$ cat config.mk
export PLATFORM = sky130hd
export DESIGN_NAME = utf8_filename_escape_encoder_unit
export DESIGN_NICKNAME = d
export VERILOG_FILES = /design/src/ufe_pkg.sv /design/src/ufe_front.sv /design/src/ufe_queue.sv /design/src/ufe_back.sv /design/src/utf8_filename_escape_encoder_unit.sv
export SDC_FILE = /design/constraint.sdc
export NUM_CORES = 1
export LEC_CHECK = 0
export BUFFER_PORTS_ARGS = -buffer_cell sky130_fd_sc_hd__buf_2
export CELL_PAD_IN_SITES_DETAIL_PLACEMENT = 1
export CELL_PAD_IN_SITES_GLOBAL_PLACEMENT = 1
export CORE_ASPECT_RATIO = 2
export CORE_MARGIN = 2
export CORE_UTILIZATION = 57
export CTS_BUF_LIST = sky130_fd_sc_hd__clkbuf_16
export DETAILED_ROUTE_END_ITERATION = 8
export PLACE_DENSITY_LB_ADDON = 0.3
export SYNTH_ARGS = -nofsm -noshare
export SYNTH_HDL_FRONTEND = slang
export SYNTH_SLANG_ARGS = --single-unit
export TNS_END_PERCENT = 5
$ cat constraint.sdc
create_clock -name clock -period 8.2 [get_ports clock]
set_input_delay 0.82 -clock clock [delete_from_list [all_inputs] [get_ports clock]]
set_output_delay 0.82 -clock clock [all_outputs]
set_load 0.05 [all_outputs]
$ cat src/ufe_pkg.sv
package ufe_pkg;

   localparam int CSR_INDEX_WIDTH = 4;
   localparam int CSR_DATA_WIDTH  = 8;

   localparam logic [CSR_INDEX_WIDTH-1:0] CSR_FIELD_ESCAPE  = 4'd0;
   localparam logic [CSR_INDEX_WIDTH-1:0] CSR_KEEP_BRACKETS = 4'd1;

   // escape and marker bytes
   localparam logic [7:0] BACKSLASH    = 8'h5C;
   localparam logic [7:0] RUN_MARK_HI  = 8'hC2;  // U+00A4, first byte
   localparam logic [7:0] RUN_MARK_LO  = 8'hA4;  // U+00A4, second byte
   localparam logic [7:0] BRAILLE_LEAD = 8'hE2;  // U+2800 block lead
   localparam logic [5:0] BRAILLE_MID  = 6'b101000;
   localparam logic [1:0] CONT_TAG     = 2'b10;

   localparam logic [7:0] CHAR_SPACE   = 8'h20;
   localparam logic [7:0] CHAR_QUOTE   = 8'h22;
   localparam logic [7:0] CHAR_LBRACK  = 8'h5B;
   localparam logic [7:0] CHAR_RBRACK  = 8'h5D;
   localparam logic [7:0] CHAR_DEL     = 8'h7F;
   localparam logic [7:0] CHAR_NUL     = 8'h00;
   localparam logic [7:0] CHAR_TAB     = 8'h09;
   localparam logic [7:0] CHAR_LF      = 8'h0A;
   localparam logic [7:0] CHAR_CR      = 8'h0D;

   localparam logic [20:0] CP_C1_LOW     = 21'h000080;
   localparam logic [20:0] CP_C1_HIGH    = 21'h00009F;
   localparam logic [20:0] CP_CURRENCY   = 21'h0000A4;
   localparam logic [20:0] CP_TWO_MIN    = 21'h000080;
   localparam logic [20:0] CP_THREE_MIN  = 21'h000800;
   localparam logic [20:0] CP_SURR_LOW   = 21'h00D800;
   localparam logic [20:0] CP_SURR_HIGH  = 21'h00DFFF;
   localparam logic [20:0] CP_FOUR_MIN   = 21'h010000;
   localparam logic [20:0] CP_MAX        = 21'h10FFFF;
   localparam logic [20:0] CP_REPLACE    = 21'h00FFFD;

   typedef struct packed {
      logic [7:0] in_byte;
      logic       in_last;
   } ufe_req_type;

   typedef struct packed {
      logic [7:0] out_byte;
      logic       out_last;
   } ufe_rsp_type;

   typedef struct packed {
      logic field_escape;
      logic keep_brackets;
   } ufe_cfg_type;

   // one entry per accepted byte that yields output:
   // tier 3 bytes first, then a tier 1/2 tail, then end of name
   typedef struct packed {
      logic [3:0][7:0] t3_bytes;
      logic [2:0]      t3_cnt;
      logic [3:0][7:0] tail_bytes;
      logic [2:0]      tail_cnt;
      logic            last;
   } ufe_entry_type;

   typedef enum logic [3:0] {
      STEP_NEW,
      STEP_NONE,
      STEP_OPEN_HI,
      STEP_OPEN_LO,
      STEP_BR0,
      STEP_BR1,
      STEP_BR2,
      STEP_CLOSE_HI,
      STEP_CLOSE_LO,
      STEP_TAIL,
      STEP_FIN_HI,
      STEP_FIN_LO
   } ufe_step_type;

endpackage

$ cat src/ufe_front.sv
module ufe_front
   import ufe_pkg::*;
(
   input  logic          clock,
   input  logic          reset,
   input  ufe_cfg_type   cfg,
   input  logic          push,
   output logic          full,
   input  ufe_req_type   req_data,
   input  logic          q_full,
   output logic          entry_push,
   output ufe_entry_type entry_data
);

   logic [7:0] held_bytes_ff [3];
   logic [1:0] held_count_ff, held_count_in;
   logic [1:0] needed_count_ff, needed_count_in;

   logic       accept;
   logic [7:0] b;
   logic       last;
   logic       held, cont, case_a, start, complete;
   logic       ascii, lead2, lead3, lead4, lead;
   logic [3:0][7:0] seq;
   logic [20:0] cp;
   logic       cp_ok, mb_tier1;
   logic       a_tier1, a_tier2, a_prefix;
   logic       a_t3, b_start_t3, include_held, include_b;
   logic       held_wr;
   logic [1:0] held_wr_idx;

   function automatic logic [7:0] tier2_char(input logic [7:0] c);
      logic [7:0] r;
      r = BACKSLASH;
      unique case (c)
         CHAR_NUL: r = 8'h30;
         CHAR_TAB: r = 8'h74;
         CHAR_LF:  r = 8'h6E;
         CHAR_CR:  r = 8'h72;
         default:  r = BACKSLASH;
      endcase
      return r;
   endfunction

   assign full   = q_full;
   assign accept = push && !q_full;
   assign b      = req_data.in_byte;
   assign last   = req_data.in_last;

   assign held     = held_count_ff != 2'd0;
   assign cont     = b[7:6] == CONT_TAG;
   assign case_a   = held && cont;
   assign start    = !case_a;
   assign complete = held_count_ff == needed_count_ff;

   assign ascii = !b[7];
   assign lead2 = b[7:5] == 3'b110;
   assign lead3 = b[7:4] == 4'b1110;
   assign lead4 = b[7:3] == 5'b11110;
   assign lead  = lead2 || lead3 || lead4;

   // sequence so far with the new byte placed after the held ones
   always_comb begin
      for (int i = 0; i < 3; i++) begin
         seq[i] = (2'(i) == held_count_ff) ? b : held_bytes_ff[i];
      end
      seq[3] = b;
   end

   always_comb begin
      cp    = '0;
      cp_ok = 1'b0;
      unique case (held_count_ff)
         2'd1: begin
            cp    = {10'd0, seq[0][4:0], seq[1][5:0]};
            cp_ok = cp >= CP_TWO_MIN;
         end
         2'd2: begin
            cp    = {5'd0, seq[0][3:0], seq[1][5:0], seq[2][5:0]};
            cp_ok = cp >= CP_THREE_MIN && (cp < CP_SURR_LOW || cp > CP_SURR_HIGH);
         end
         2'd3: begin
            cp    = {seq[0][2:0], seq[1][5:0], seq[2][5:0], seq[3][5:0]};
            cp_ok = cp >= CP_FOUR_MIN && cp <= CP_MAX;
         end
         default: begin
            cp    = '0;
            cp_ok = 1'b0;
         end
      endcase
   end

   assign mb_tier1 = cp_ok && !(cp >= CP_C1_LOW && cp <= CP_C1_HIGH)
                     && cp != CP_REPLACE && cp != CP_CURRENCY;

   assign a_tier1  = ascii && b >= CHAR_SPACE && b != CHAR_DEL && b != BACKSLASH;
   assign a_tier2  = b == CHAR_NUL || b == CHAR_TAB || b == CHAR_LF || b == CHAR_CR
                     || b == BACKSLASH;
   assign a_prefix = cfg.field_escape && (b == CHAR_SPACE || b == CHAR_QUOTE ||
                     (!cfg.keep_brackets && (b == CHAR_LBRACK || b == CHAR_RBRACK)));

   assign a_t3       = case_a && ((complete && !mb_tier1) || (!complete && last));
   assign b_start_t3 = start && ((ascii && !a_tier1 && !a_tier2) ||
                                 (!ascii && !lead) || (lead && last));
   assign include_held = held && (!cont || a_t3);
   assign include_b    = a_t3 || b_start_t3;

   always_comb begin
      entry_data.t3_bytes   = seq;
      entry_data.t3_cnt     = (include_held ? {1'b0, held_count_ff} : 3'd0)
                              + {2'd0, include_b};
      entry_data.tail_bytes = seq;
      entry_data.tail_cnt   = 3'd0;
      entry_data.last       = last;
      priority if (case_a && complete && mb_tier1) begin
         entry_data.tail_cnt = {1'b0, held_count_ff} + 3'd1;
      end else if (start && a_tier1) begin
         if (a_prefix) begin
            entry_data.tail_bytes[0] = BACKSLASH;
            entry_data.tail_bytes[1] = b;
            entry_data.tail_cnt      = 3'd2;
         end else begin
            entry_data.tail_bytes[0] = b;
            entry_data.tail_cnt      = 3'd1;
         end
      end else if (start && ascii && a_tier2) begin
         entry_data.tail_bytes[0] = BACKSLASH;
         entry_data.tail_bytes[1] = tier2_char(b);
         entry_data.tail_cnt      = 3'd2;
      end else begin
         entry_data.tail_cnt = 3'd0;
      end
   end

   assign entry_push = accept &&
                       (entry_data.t3_cnt != 3'd0 || entry_data.tail_cnt != 3'd0 || last);

   always_comb begin
      held_count_in   = 2'd0;
      needed_count_in = 2'd0;
      held_wr         = 1'b0;
      held_wr_idx     = 2'd0;
      priority if (case_a && !complete) begin
         held_wr         = 1'b1;
         held_wr_idx     = held_count_ff;
         held_count_in   = held_count_ff + 2'd1;
         needed_count_in = needed_count_ff;
      end else if (start && lead) begin
         held_wr         = 1'b1;
         held_count_in   = 2'd1;
         needed_count_in = lead2 ? 2'd1 : (lead3 ? 2'd2 : 2'd3);
      end else begin
         held_count_in   = 2'd0;
         needed_count_in = 2'd0;
      end
      if (last) begin
         held_count_in   = 2'd0;
         needed_count_in = 2'd0;
      end
   end

   always_ff @(posedge clock) begin
      if (reset) begin
         held_count_ff   <= 2'd0;
         needed_count_ff <= 2'd0;
      end else if (accept) begin
         held_count_ff   <= held_count_in;
         needed_count_ff <= needed_count_in;
      end
   end

   always_ff @(posedge clock) begin
      if (accept && held_wr) begin
         held_bytes_ff[held_wr_idx] <= b;
      end
   end

   a_last_clears: assert property (@(posedge clock) disable iff (reset)
      accept && last |=> held_count_ff == 2'd0 && needed_count_ff == 2'd0)
      else $error("held sequence survives end of name");

   a_held_bound: assert property (@(posedge clock) disable iff (reset)
      held_count_ff != 2'd0 |-> needed_count_ff >= held_count_ff)
      else $error("held byte count exceeds sequence length");

endmodule

$ cat src/ufe_queue.sv
module ufe_queue
   import ufe_pkg::*;
#(
   parameter int DEPTH = 4
) (
   input  logic          clock,
   input  logic          reset,
   input  logic          wr_en,
   input  ufe_entry_type wr_data,
   output logic          full,
   input  logic          rd_en,
   output ufe_entry_type rd_data,
   output logic          empty
);

   localparam int PTR_W = $clog2(DEPTH);
   localparam int CNT_W = $clog2(DEPTH + 1);

   ufe_entry_type slot_ff [DEPTH];
   logic [PTR_W-1:0] wr_ptr_ff, rd_ptr_ff;
   logic [CNT_W-1:0] count_ff;

   function automatic logic [PTR_W-1:0] wrap_inc(input logic [PTR_W-1:0] p);
      return (p == PTR_W'(DEPTH - 1)) ? '0 : p + PTR_W'(1);
   endfunction

   assign full    = count_ff == CNT_W'(DEPTH);
   assign empty   = count_ff == '0;
   assign rd_data = slot_ff[rd_ptr_ff];

   always_ff @(posedge clock) begin
      if (reset) begin
         wr_ptr_ff <= '0;
         rd_ptr_ff <= '0;
         count_ff  <= '0;
      end else begin
         if (wr_en) wr_ptr_ff <= wrap_inc(wr_ptr_ff);
         if (rd_en) rd_ptr_ff <= wrap_inc(rd_ptr_ff);
         if (wr_en && !rd_en) count_ff <= count_ff + CNT_W'(1);
         else if (rd_en && !wr_en) count_ff <= count_ff - CNT_W'(1);
      end
   end

   always_ff @(posedge clock) begin
      if (wr_en) slot_ff[wr_ptr_ff] <= wr_data;
   end

   a_no_overflow: assert property (@(posedge clock) disable iff (reset)
      wr_en |-> !full)
      else $error("entry written into full queue");

   a_no_underflow: assert property (@(posedge clock) disable iff (reset)
      rd_en |-> !empty)
      else $error("entry read from empty queue");

endmodule

$ cat src/ufe_back.sv
module ufe_back
   import ufe_pkg::*;
(
   input  logic          clock,
   input  logic          reset,
   input  ufe_entry_type head,
   input  logic          head_valid,
   output logic          head_pop,
   output logic          empty,
   input  logic          pop,
   output ufe_rsp_type   rsp_data
);

   ufe_step_type step_ff, step_in, eff_step, step_next;
   logic [1:0]   idx_ff, idx_in, idx_next;
   logic [2:0]   idx_inc;
   logic         run_open_ff, run_open_in;
   logic         rsp_valid_ff, rsp_valid_in;
   ufe_rsp_type  rsp_data_ff, rsp_in;
   logic         done, load, advance;
   logic [7:0]   cur_t3;

   assign idx_inc = {1'b0, idx_ff} + 3'd1;
   assign cur_t3  = head.t3_bytes[idx_ff];

   // start of an entry: pick its first byte from the run state
   always_comb begin
      eff_step = step_ff;
      if (step_ff == STEP_NEW) begin
         priority if (head.t3_cnt != 3'd0) begin
            eff_step = run_open_ff ? STEP_BR0 : STEP_OPEN_HI;
         end else if (head.tail_cnt != 3'd0) begin
            eff_step = run_open_ff ? STEP_CLOSE_HI : STEP_TAIL;
         end else if (head.last && run_open_ff) begin
            eff_step = STEP_FIN_HI;
         end else begin
            eff_step = STEP_NONE;
         end
      end
   end

   // next state
   always_comb begin
      step_next = eff_step;
      idx_next  = idx_ff;
      done      = 1'b0;
      unique case (eff_step)
         STEP_OPEN_HI:  step_next = STEP_OPEN_LO;
         STEP_OPEN_LO:  step_next = STEP_BR0;
         STEP_BR0:      step_next = STEP_BR1;
         STEP_BR1:      step_next = STEP_BR2;
         STEP_BR2: begin
            priority if (idx_inc < head.t3_cnt) begin
               step_next = STEP_BR0;
               idx_next  = idx_ff + 2'd1;
            end else if (head.tail_cnt != 3'd0) begin
               step_next = STEP_CLOSE_HI;
            end else if (head.last) begin
               step_next = STEP_FIN_HI;
            end else begin
               done = 1'b1;
            end
         end
         STEP_CLOSE_HI: step_next = STEP_CLOSE_LO;
         STEP_CLOSE_LO: begin
            step_next = STEP_TAIL;
            idx_next  = 2'd0;
         end
         STEP_TAIL: begin
            if (idx_inc < head.tail_cnt) idx_next = idx_ff + 2'd1;
            else done = 1'b1;
         end
         STEP_FIN_HI:   step_next = STEP_FIN_LO;
         STEP_FIN_LO:   done = 1'b1;
         default:       done = 1'b1;
      endcase
   end

   assign load     = head_valid && eff_step != STEP_NONE && (!rsp_valid_ff || pop);
   assign advance  = load || (head_valid && eff_step == STEP_NONE);
   assign head_pop = advance && done;

   always_comb begin
      step_in = step_ff;
      idx_in  = idx_ff;
      if (advance) begin
         step_in = done ? STEP_NEW : step_next;
         idx_in  = done ? 2'd0 : idx_next;
      end
   end

   // outputs
   always_comb begin
      rsp_in.out_byte = RUN_MARK_HI;
      rsp_in.out_last = done && head.last;
      run_open_in     = run_open_ff;
      unique case (eff_step)
         STEP_OPEN_HI, STEP_CLOSE_HI, STEP_FIN_HI: rsp_in.out_byte = RUN_MARK_HI;
         STEP_OPEN_LO: begin
            rsp_in.out_byte = RUN_MARK_LO;
            run_open_in     = load ? 1'b1 : run_open_ff;
         end
         STEP_CLOSE_LO, STEP_FIN_LO: begin
            rsp_in.out_byte = RUN_MARK_LO;
            run_open_in     = load ? 1'b0 : run_open_ff;
         end
         STEP_BR0:  rsp_in.out_byte = BRAILLE_LEAD;
         STEP_BR1:  rsp_in.out_byte = {BRAILLE_MID, cur_t3[7:6]};
         STEP_BR2:  rsp_in.out_byte = {CONT_TAG, cur_t3[5:0]};
         STEP_TAIL: rsp_in.out_byte = head.tail_bytes[idx_ff];
         default:   rsp_in.out_byte = RUN_MARK_HI;
      endcase
   end

   assign rsp_valid_in = load ? 1'b1 : (pop ? 1'b0 : rsp_valid_ff);
   assign empty        = !rsp_valid_ff;
   assign rsp_data     = rsp_data_ff;

   always_ff @(posedge clock) begin
      if (reset) begin
         step_ff      <= STEP_NEW;
         idx_ff       <= 2'd0;
         run_open_ff  <= 1'b0;
         rsp_valid_ff <= 1'b0;
      end else begin
         step_ff      <= step_in;
         idx_ff       <= idx_in;
         run_open_ff  <= run_open_in;
         rsp_valid_ff <= rsp_valid_in;
      end
   end

   always_ff @(posedge clock) begin
      if (load) rsp_data_ff <= rsp_in;
   end

   a_last_closes_run: assert property (@(posedge clock) disable iff (reset)
      load && rsp_in.out_last |=> !run_open_ff)
      else $error("marker run still open after final byte");

   a_mid_entry_head: assert property (@(posedge clock) disable iff (reset)
      step_ff != STEP_NEW |-> head_valid)
      else $error("entry in progress without queue head");

endmodule

$ cat src/utf8_filename_escape_encoder_unit.sv
// A byte that yields output shows its first result byte after the queue and output register.
// Throughput: one input byte per cycle while the entry queue has room; the back end
// sends one result byte per cycle while its output is popped, so a byte yielding n result
// bytes (up to 16) keeps it busy and the QUEUE_DEPTH-entry queue absorbs the difference.
// Reset (synchronous): clears the held sequence, the marker run, the queue, the output
// register and both configuration registers at once; no clearing pass.
module utf8_filename_escape_encoder_unit
   import ufe_pkg::*;
#(
   parameter int QUEUE_DEPTH = 4
) (
   input  logic                       clock,
   input  logic                       reset,
   input  logic                       push,
   output logic                       full,
   input  ufe_req_type                req_data,
   output logic                       empty,
   input  logic                       pop,
   output ufe_rsp_type                rsp_data,
   input  logic                       valid,
   output logic                       ready,
   input  logic [CSR_INDEX_WIDTH-1:0] csr_index,
   input  logic [CSR_DATA_WIDTH-1:0]  csr_data
);

   ufe_cfg_type   cfg_ff, cfg_in;
   logic          q_full, q_empty, q_wr, q_rd;
   ufe_entry_type q_wr_data, q_rd_data;

   assign ready = 1'b1;

   always_comb begin
      cfg_in = cfg_ff;
      if (valid) begin
         unique case (csr_index)
            CSR_FIELD_ESCAPE:  cfg_in.field_escape  = csr_data[0];
            CSR_KEEP_BRACKETS: cfg_in.keep_brackets = csr_data[0];
            default:           cfg_in = cfg_ff;
         endcase
      end
   end

   always_ff @(posedge clock) begin
      if (reset) cfg_ff <= '0;
      else       cfg_ff <= cfg_in;
   end

   ufe_front u_front (
      .clock      (clock),
      .reset      (reset),
      .cfg        (cfg_ff),
      .push       (push),
      .full       (full),
      .req_data   (req_data),
      .q_full     (q_full),
      .entry_push (q_wr),
      .entry_data (q_wr_data)
   );

   ufe_queue #(
      .DEPTH (QUEUE_DEPTH)
   ) u_queue (
      .clock   (clock),
      .reset   (reset),
      .wr_en   (q_wr),
      .wr_data (q_wr_data),
      .full    (q_full),
      .rd_en   (q_rd),
      .rd_data (q_rd_data),
      .empty   (q_empty)
   );

   ufe_back u_back (
      .clock      (clock),
      .reset      (reset),
      .head       (q_rd_data),
      .head_valid (!q_empty),
      .head_pop   (q_rd),
      .empty      (empty),
      .pop        (pop),
      .rsp_data   (rsp_data)
   );

endmodule

# Word level (Yosys, flattened, before mapping)
# Memory sizes are Yosys's and may differ from the RTL's. A register that Yosys moved wholly into a read port is not among the register bits.
# Cells that the tools add are included.
# totals
word_cells	239
regBits	30
mem_count	2
input_bits	26
ram_bits	308
out_inout_bits	12
# memory_table
memory	depth	width	read_ports	rd_ports_with_merged_regs	wr	line	source
u_queue.slot_ff	4	71	1	1	1	ufe_queue.sv:19	ufe_entry_type slot_ff [DEPTH];
u_front.held_bytes_ff	3	8	3	0	1	ufe_front.sv:15	logic [7:0] held_bytes_ff [3];
# op_classes
n_mux	65
order_cmp	12
reduce_logical	95
addsub	9
eq_ne	43
# ops
operator	n
one-hot mux 21 bit (3 select lines)	1
2-to-1 mux 8 bit	6
one-hot mux 8 bit (5 select lines)	1
logical AND 1 bit	39
2-to-1 mux 4 bit	9
binary-select mux 8 bit (select 2 bit)	2
2-to-1 mux 16 bit	2
2-to-1 mux 2 bit	16
one-hot mux 4 bit (8 select lines)	1
one-hot mux 7 bit (4 select lines)	1
equality test 8 x 4 -> 1 bit, second input constant	3
equality test 8 x 7 -> 1 bit, second input constant	3
>= comparator 21 x 17 -> 1 bit, second input constant	1
>= comparator 21 x 8 -> 1 bit, second input constant	1
<= comparator 21 bit, second input constant	1
<= comparator 21 x 8 -> 1 bit, second input constant	1
inequality test 21 x 16 -> 1 bit, second input constant	1
inequality test 21 x 8 -> 1 bit, second input constant	1
equality test 4 bit, second input constant	5
logical OR 1 bit	19
2-to-1 mux 19 bit	1
equality test 4 x 3 -> 1 bit, second input constant	4
equality test 8 x 6 -> 1 bit, second input constant	2
>= comparator 16 x 12 -> 1 bit, second input constant	1
45 further kinds	102

# Depth between registers and ports, before layout
# depth
ltp_word	25
depth_mapped	23
mapped_depth_nobuf	22

# Modules after synthesis
# A second synthesis with hierarchy kept.
# unflattened
hier_cells	913
area_unflattened_um2	15284.7
# modules_own_cells
module	instances	area_each_um2	seq_area_each_um2	cells_per_inst
ufe_queue	1	10761.6	8708.4	415
ufe_front	1	2711.4	800.8	312
ufe_back	1	1684.1	430.4	173
utf8_filename_escape_encoder_unit	1	127.6	40.0	13

# Worst setup path before layout
# OpenSTA, ideal clock, no wires.
# synth_path
path_type	flip-flop to flip-flop
from	reg u_front.held_count_ff[0]
to	mem u_queue.slot_ff[0][0] (netlist name), enable pin
path_buffers	1
path_stages_with_launch	19
setup_time_ns	0.418
slack_ns	2.597
synth_period_minus_slack_ns	5.603
required_time_ns	7.782
arrival_ns	5.184
cell_sequence	dfxtp_1 inv_1 ha_1 clkbuf_1 mux2i_1 inv_1 nor4_1 xnor2_1 a221oi_1 a2111oi_0 nand2_1 a21oi_1 nor3_1 ha_1 ha_1 or4_1 nor2_1 a21oi_1 and2_1
# synth_rtl
item	line	source
start: declaration	ufe_front.sv:16	logic [1:0] held_count_ff, held_count_in;
start signal: assignment	ufe_front.sv:167	held_count_ff <= held_count_in;
end: declaration	ufe_queue.sv:19	

==> reports/metrics.csv <==
metric;value;unit
run_status;finished, final reports clean;
startpoint;u_front.held_count_ff[0]$_SDFFE_PP0P_;
clock-sinks;276;
antenna_found_initial;0;
routed_wl;32.5;mm
syn-num-nets;832;
ys_seq_area_share;65.2;%
leakage;4.45;nW
async_flop_share;0;%
cts_hold_buf;0;
grt_overflow;0;
cts_tree;built;
worst_slew_pin_slew;1.42;ns
p_seq_share;43.0;%
arrival;7.33;ns
final_hold_viol_count;0;
clkLatencyLatePin;0.53;ns
gp_congestion;0.911;
dpl.hpwl;22.5;mm
clockPowerShare;27.4;%
grt_util_all_layers;29.7;%
start_util;57.8;%
post-cts-setup-buffer-count;0;
yosysWarnings;0;
nets;860;
drtAntennaViolNets;0;
drtPass1Iterations;5;
crit_path_start_kind;flop;
dieHeight;212;um
cp-end-kind;flop;
synth_area;0.0124;mm2
slowest_stage;and2_2;
drt-initial-drc-count;480;
place_area;0.0128;mm2
crit_chain;inv_1 -> ha_1 -> mux2i_1 -> inv_1 -> nor4_1 -> xnor2_1 -> a221oi_1 -> a2111oi_0 -> nand2_1 -> a21oi_1 -> nor3_1 -> ha_1 -> ha_1 -> or4_1 -> nor2_1 -> a21oi_1 -> and2_2 -> buf_4;
finalCritPeriodShare;86.9;%
cts_resized;0;
synth.distinct_cells;82;
grt_pass1_vias;8245;
synth_cells;787;
final_cell_area;0.0136;mm2
maxCapViolCount;0;
area.sequential;0.00806;mm2
worst_ir_drop_vdd;0.000283;V
ioPinCount;38;
required;8.41;ns
fin_crit;7.12;ns
vias_per_cell;6.70;
port_buffers;29;
slew_violations;0;
multi_input_area;0.00404;mm2
max_freq;140;MHz
die_w;108;um
slowest_delay;0.83;ns
crit_top_cell;ha_1;
internal_power;2.79;mW
worstHoldStart;u_back.rsp_valid_ff$_SDFFE_PP0P_;
antennaDiodeCount;0;
p_switching;1.35;mW
cts_buffer_depth;3;
path_clk_slew;0.07;ns
swShare;32.5;%
layout-drive-gt1-share;21.4;%
grt_max_degree;56;
dieArea;0.0230;mm2
fin_tns_setup;0;ns
ys.flop_type;edfxtp_1;
pwr-share-comb;29.6;%
slew_headroom;5.20;%
hold_slack;0.480;ns
num_vias;7408;
drc;0;
r2r_start;u_front.held_count_ff[0]$_SDFFE_PP0P_;
fill_cells;1932;
powerDensity;305;mW/mm2
setup_viol;0;
avgSynthCellArea;15.7;um2
syn2layout_area_growth;9.79;%
core_area;0.0214;mm2
finClkSkew;0.00701;ns
htree_levels;1;
wl_per_cell;29.4;um
critPathKind;reg2reg;
rsz0062_at_grt;false;
ys_seq_elements;276;
critPathMaxFanout;32;
synth_edf_count;253;
layout_commonest_cell;edfxtp_1;
grt_pass1_wl;49.5;mm
hold_class;reg2reg;
final_cell_mix;253 x edfxtp_1, 55 x mux4_2, 37 x nand2_1, 36 x nor2_1, 35 x mux2i_1;
clock-root-buffer;clkbuf_16;
row_count;76;
cts-buffers-inserted;23;
[Yosys cell counts, types with 12 or more instances]
cell      number  area, um2
a21oi_1       19       95.1
clkbuf_1      23       86.3
dfxtp_1       23        460
edfxtp_1     253       7600
ha_1          18        225
inv_1         26       97.6
mux2_2        21        236
mux2i_1       35        350
mux4_2        55       1240
nand2_1       37        139
nand2b_1      13       81.3
nand3_1       14       70.1
nor2_1        36        135
nor3_1        14       70.1
o21ai_0       20        100
o22ai_1       12       75.1
[kinds of logic after synthesis]
logic type	after synthesis	share of synthesized area, %
xor+xnor	6	0.425
mux	112	14.9
simple gates	174	7.47
other cells	1	0.0303
fa+ha+maj	19	1.98
flops	276	65.2
compound gates	133	7.86
buf+inv	66	2.20
[stage by stage]
step / utilization [%] / power [mW] / setup WS [ns] / cells
3_3_place_gp: 59.8 / 2.97 / 1.54 / 1063
6_report: 63.4 / 4.14 / 1.08 / 1105
4_1_cts: 63.4 / 4.16 / 1.08 / 1105
2_1_floorplan: - / 2.66 / 2.60 / 787
3_5_place_dp: 59.8 / 3.02 / 1.22 / 1063
5_1_grt: 63.4 / 4.30 / 0.410 / 1105
[metal layers]
| layer | share of wire (%) | GRT usage, % |
|---|---|---|
| met1 | 33 | 32.2 |
| met2 | 56 | 54.8 |
| met3 | 3.8 | 2.91 |
| met4 | 6.9 | 18.0 |
| met5 | 0 | 0 |
[critical path: cells and delay by family (launching register included)]
kind                     cells  cell delay, ns
AND/OR/NAND/NOR              6            1.77
AO/OA/AOI/OAI                4            1.60
adder cells (fa/ha/maj)      3            1.29
buffers and inverters        3            0.93
multiplexers                 1            0.60
flip-flops                   1            0.40
XOR/XNOR                     1            0.18
[registers in the layout, indices dropped and copies added, names as in the netlist, named ones only]
name                     count
u_queue.wr_ptr_ff            2
u_back.step_ff               4
u_queue.count_ff             3
u_front.held_count_ff        2
cfg_ff                       2
u_back.idx_ff                2
u_back.run_open_ff           1
u_back.rsp_data              9
u_queue.slot_ff            220
u_back.rsp_valid_ff          1
u_queue.rd_ptr_ff            2
u_front.needed_count_ff      2
u_front.held_bytes_ff       24
[final timing paths]
path                                 endpoint  slack, ns  cells past startpoint
max          u_queue.slot_ff[2][16]$_DFFE_PP_       1.08                     18
min          u_back.rsp_valid_ff$_SDFFE_PP0P_       0.48                      2
max reg2reg  u_queue.slot_ff[2][16]$_DFFE_PP_       1.08                     18
min reg2reg  u_back.rsp_valid_ff$_SDFFE_PP0P_       0.48                      2
[cell type report]
class	count	share of cell area (%)
Sequential cell	276	59.4
Multi-Input combinational cell	445	29.8
Clock buffer	23	4.24
Tap cell	273	2.52
Timing Repair Buffer	43	1.84
Clock inverter	19	1.51
Inverter	26	0.719
[power by group through the flow]
stage	Clock, mW	Sequential, mW	Combinational [mW]
2_1_floorplan	0	1.84	0.822
3_3_place_gp	0	1.80	1.17
3_5_place_dp	0	1.81	1.21
4_1_cts	1.15	1.78	1.23
5_1_grt	1.19	1.79	1.32
6_report	1.13	1.78	1.23
Note: power is estimated with default switching activity, not from simulation.
